**src/rtl/miir_pkg.sv**
```systemverilog
package miir_pkg;

    // Lane count is fixed by the four named sample and result fields.
    localparam int CHANNELS      = 4;
    localparam int MAX_ORDER_DEF = 5;
    localparam int NTAPS         = 6;

    localparam int SAMPLE_W    = 16;
    localparam int COEF_W      = 32;
    localparam int COEF_FRAC   = 24;
    localparam int HIST_W      = 24;
    localparam int HIST_FRAC   = 8;
    localparam int ACC_W       = 60;
    localparam int CFG_DATA_W  = 64;
    localparam int REG_IDX_W   = 3;

    typedef enum logic [REG_IDX_W-1:0] {
        REG_B0_B1 = 3'd0,
        REG_B2_B3 = 3'd1,
        REG_B4_B5 = 3'd2,
        REG_A1_A2 = 3'd3,
        REG_A3_A4 = 3'd4,
        REG_A5    = 3'd5
    } reg_index_t;

    // Shared coefficient set, all signed Q8.24.
    typedef struct packed {
        logic [NTAPS-1:0][COEF_W-1:0] b;
        logic [NTAPS-1:1][COEF_W-1:0] a;
    } coef_set_t;

    // Pipeline control that the top level hands to every lane.
    typedef struct packed {
        logic accept;
        logic s1_move;
        logic s2_move;
        logic s2_valid;
    } lane_ctl_t;

endpackage

```
**src/rtl/miir_coef_regs.sv**
```systemverilog
module miir_coef_regs (
    input  logic                                 clk,
    input  logic                                 rst_n,
    input  logic                                 cfg_wr_en,
    input  logic [miir_pkg::REG_IDX_W-1:0]       cfg_index,
    input  logic [miir_pkg::CFG_DATA_W-1:0]      cfg_wr_data,
    output miir_pkg::coef_set_t                  coef
);

    miir_pkg::coef_set_t coef_reg;
    logic [miir_pkg::COEF_W-1:0] lo_word;
    logic [miir_pkg::COEF_W-1:0] hi_word;

    assign lo_word = cfg_wr_data[miir_pkg::COEF_W-1:0];
    assign hi_word = cfg_wr_data[miir_pkg::CFG_DATA_W-1:miir_pkg::COEF_W];

    always_ff @(posedge clk or negedge rst_n)
    begin
        if (!rst_n)
        begin
            coef_reg <= '0;
        end
        else if (cfg_wr_en)
        begin
            unique case (cfg_index)
                miir_pkg::REG_B0_B1:
                begin
                    coef_reg.b[0] <= lo_word;
                    coef_reg.b[1] <= hi_word;
                end
                miir_pkg::REG_B2_B3:
                begin
                    coef_reg.b[2] <= lo_word;
                    coef_reg.b[3] <= hi_word;
                end
                miir_pkg::REG_B4_B5:
                begin
                    coef_reg.b[4] <= lo_word;
                    coef_reg.b[5] <= hi_word;
                end
                miir_pkg::REG_A1_A2:
                begin
                    coef_reg.a[1] <= lo_word;
                    coef_reg.a[2] <= hi_word;
                end
                miir_pkg::REG_A3_A4:
                begin
                    coef_reg.a[3] <= lo_word;
                    coef_reg.a[4] <= hi_word;
                end
                miir_pkg::REG_A5:
                begin
                    coef_reg.a[5] <= lo_word;
                end
                default:
                begin
                end
            endcase
        end
    end

    assign coef = coef_reg;

endmodule

```
**config.mk**
```make
export PLATFORM = sky130hd
export DESIGN_NAME = miir_coef_regs
export DESIGN_NICKNAME = d
export VERILOG_FILES = /design/src/rtl/miir_pkg.sv /design/src/rtl/miir_coef_regs.sv
export SDC_FILE = /design/constraint.sdc
export NUM_CORES = 1
export LEC_CHECK = 0
export ABC_AREA = 1
export BUFFER_PORTS_ARGS = -buffer_cell sky130_fd_sc_hd__buf_2
export CORE_MARGIN = 5
export CORE_UTILIZATION = 40
export CTS_CLUSTER_SIZE = 24
export DETAILED_ROUTE_END_ITERATION = 7
export HOLD_SLACK_MARGIN = 0.02
export PLACE_DENSITY = 0.67
export SLEW_MARGIN = 5
export SYNTH_ARGS = -nofsm -noshare
export SYNTH_HDL_FRONTEND = slang
export SYNTH_SLANG_ARGS = --single-unit
export TNS_END_PERCENT = 30
```
**constraint.sdc**
```tcl
create_clock -name clk -period 1.9 [get_ports clk]
set_clock_uncertainty 0.05 [all_clocks]
set_input_delay 0.095 -clock clk [delete_from_list [all_inputs] [get_ports clk]]
set_output_delay 0.095 -clock clk [all_outputs]
set_load 0.01 [all_outputs]
```
==> results.json <==
{
  "outcome": "finished clean",
  "cp.required_ns": 2.25,
  "min_path_cells": 5,
  "fin_nets": 2064,
  "fp.dieH_um": 195,
  "globalplace.congestion": 0.863,
  "peakVddDrop_uv": 620,
  "syn-cell-area_um2": 13600,
  "slowest_stage": "dlygate4sd3_1",
  "synth_edf_count": 0,
  "drc_errors": 0,
  "preCtsSetupSlack_ns": 0.540,
  "cp.buffers_inverters": 4,
  "die_area_um2": 37800,
  "die-width_um": 195,
  "ant_nets": 0,
  "clock.fmax_ghz": 0.721,
  "crit_family": "buffers and inverters",
  "synthFlopType": "dfrtp_1",
  "synth.distinct_cells": 10,
  "hpwlAfterDp_um": 31500,
  "yosys-top-cells-count": "nand2_1, dfrtp_1, nand3_1",
  "tritoncts": "built",
  "io_pins": 422,
  "num_vias": 12484,
  "synthToLayoutAreaGrowth_pct": 33.7,
  "grt_max_degree": 80,
  "drt_iter0_drc": 892,
  "grt_pass1_wl_um": 75000,
  "async_reset_ff_share_pct": 100,
  "hold_viol": 0,
  "ys_top_cells_by_area": "dfrtp_1, nand2_1, nand3_1",
  "syn_avg_cell_area_um2": 8.91,
  "cts_buffers": 38,
  "min_period_over_period_pct": 73.0,
  "wl_per_cell_um": 19.2,
  "netlist.area_leader.share_pct": 64.7,
  "firstDrtPassIters": 5,
  "h-tree-depth": 2,
  "cts.clk_slew.worst_paths_ns": 0.06,
  "numPortBuffers": 421,
  "synth_nets": 1598,
  "cts_max_path_buffers": 3,
  "antenna_found_initial": 2,
  "crit_cells": 8,
  "power.total_mw": 21.5,
  "clk_latency_ns": 0.51,
  "initial_utilization_pct": 40.5,
  "clockRootBuffer": "clkbuf_16",
  "synth_seq_cells": 352,
  "end_kind": "register",
  "r2r_cells": 2,
  "largest_reg_flops": 352,
  "yosys.cell_count.top_type": "nand2_1",
  "max-slew-margin-rel_pct": 60.9,
  "rsz0062_at_grt": "no",
  "via_per_inst": 5.05,
  "cp_data_arrival_time_ns": 1.74,
  "hold_class": "in -> reg",
  "powerDensity_nw_per_um2": 1180,
  "worstPathCellList": "dlygate4sd3_1 > buf_2 > inv_2 > nor2_4 > nand2_2 > buf_4 > nand2_1 > nand2_1",
  "drive_gt1_share_pct": 26.1,
  "seqCellArea_um2": 8810,
  "max_stage_delay_ns": 0.53,
  "rows": 67,
  "leakage_nw": 10.4,
  "max_cap_violations": 0,
  "crit_path_frequent_cell": "nand2_1",
  "core_area_um2": 33600,
  "n_fill_cell": 3154,
  "detail_route.wirelength_um": 47500,
  "multi_input_area_um2": 4400,
  "overflow": 0,
  "final_max_slew_viol_count": 0,
  "ctsResizeCount": 0,
  "synthCells": 1528,
  "period_needed_ns": 1.39,
  "cts.sinks": 352,
  "grt_pass1_vias": 12639,
  "crit_path_max_fanout": 40,
  "start_kind": "input port",
  "setup_viol": 0,
  "ys_warn_count": 0,
  "track_usage_pct": 24.7,
  "yosysTopAreaCell": "dfrtp_1",
  "yosysSeqAreaShare_pct": 64.7,
  "tns_ns": 0,
  "worst_slew_pin_slew_ns": 0.587,
  "setup_ws_ns": 0.513,
  "path_class": "in -> reg"
}
-- cells by family (layout without fill, tap and decap cells) --
| family | after synthesis | count (layout) | share of synthesized area (%) |
|---|---|---|---|
| other | 0 | 2 | 0 |
| and+or+nand+nor | 1072 | 1072 | 31.9 |
| DFF | 352 | 352 | 64.7 |
| buffers and inverters | 104 | 599 | 3.39 |
-- worst reg2reg max path, cell delays in order (launching register included) --
cell	delay, ns
dfrtp_1	0.40
nand2_1	0.08
nand2_1	0.07
-- final cells by class --
| class | count | share of cell area (%) |
|---|---|---|
| clock inverter | 7 | 0.350 |
| multi-input combinational | 1072 | 24.1 |
| tap | 448 | 3.08 |
| inverter | 6 | 0.124 |
| antenna | 2 | 0.0275 |
| timing repair buffer | 524 | 17.6 |
| clock buffer | 62 | 6.33 |
| sequential | 352 | 48.4 |
-- metrics by stage --
step           cell area [um^2]  hold WS, ns  util (%)  cells
2_1_floorplan             13600       -0.251         -   1528
6_report                  18200       0.0413      54.2   2473
3_5_place_dp              16300       0.0466      48.6   2336
3_3_place_gp              16300       0.0382      48.6   2336
5_1_grt                   18200       0.0455      54.2   2473
4_1_cts                   18200       0.0234      54.2   2471
-- timing repair --
item / 4_1_cts / 5_1_grt
buffers inserted: 0 / 0
hold buffers: 66 / 0
endpoints found under the hold margin: 677 / 0
-- layout by cell type (no fill, tap or decap) --
cell type / instances
buf_12: 12
buf_2: 420
buf_4: 25
buf_8: 1
bufinv_16: 1
clkbuf_1: 14
clkbuf_16: 39
clkbuf_8: 9
clkinv_2: 5
dfrtp_1: 352
diode_2: 2
dlygate4sd3_1: 66
inv_1: 2
inv_2: 4
inv_6: 1
nand2_1: 805
nand2_2: 5
nand3_1: 256
nor2_2: 1
nor2_4: 5
-- final timing paths --
path,startpoint,end,slack (ns)
worst max-delay path,cfg_wr_en,coef[342],0.51
worst min-delay path,cfg_index[2],coef[95],0.04
worst max register to register,coef[284],coef[284],1.18
worst min register to register,coef[323],coef[323],0.41
max in group asynchronous,rst_n,coef[94],0.92
min in group asynchronous,rst_n,coef[17],0.09
-- where the power goes --
group,total (mW),switching (mW),internal [mW]
Sequential,9.74,0.831,8.91
Combinational,4.53,2.80,1.73
Clock,7.20,2.92,4.28
-- layer usage --
layer | vias up | global-route usage, % | wire length, um
met5 | - | 0 | 0
met4 | 0 | 9.09 | 1820
met3 | 105 | 5.61 | 3620
met2 | 540 | 40.3 | 22900
met1 | 6092 | 32.5 | 19200
li1 | 5747 | - | -
(Power assumes the default switching activity.)
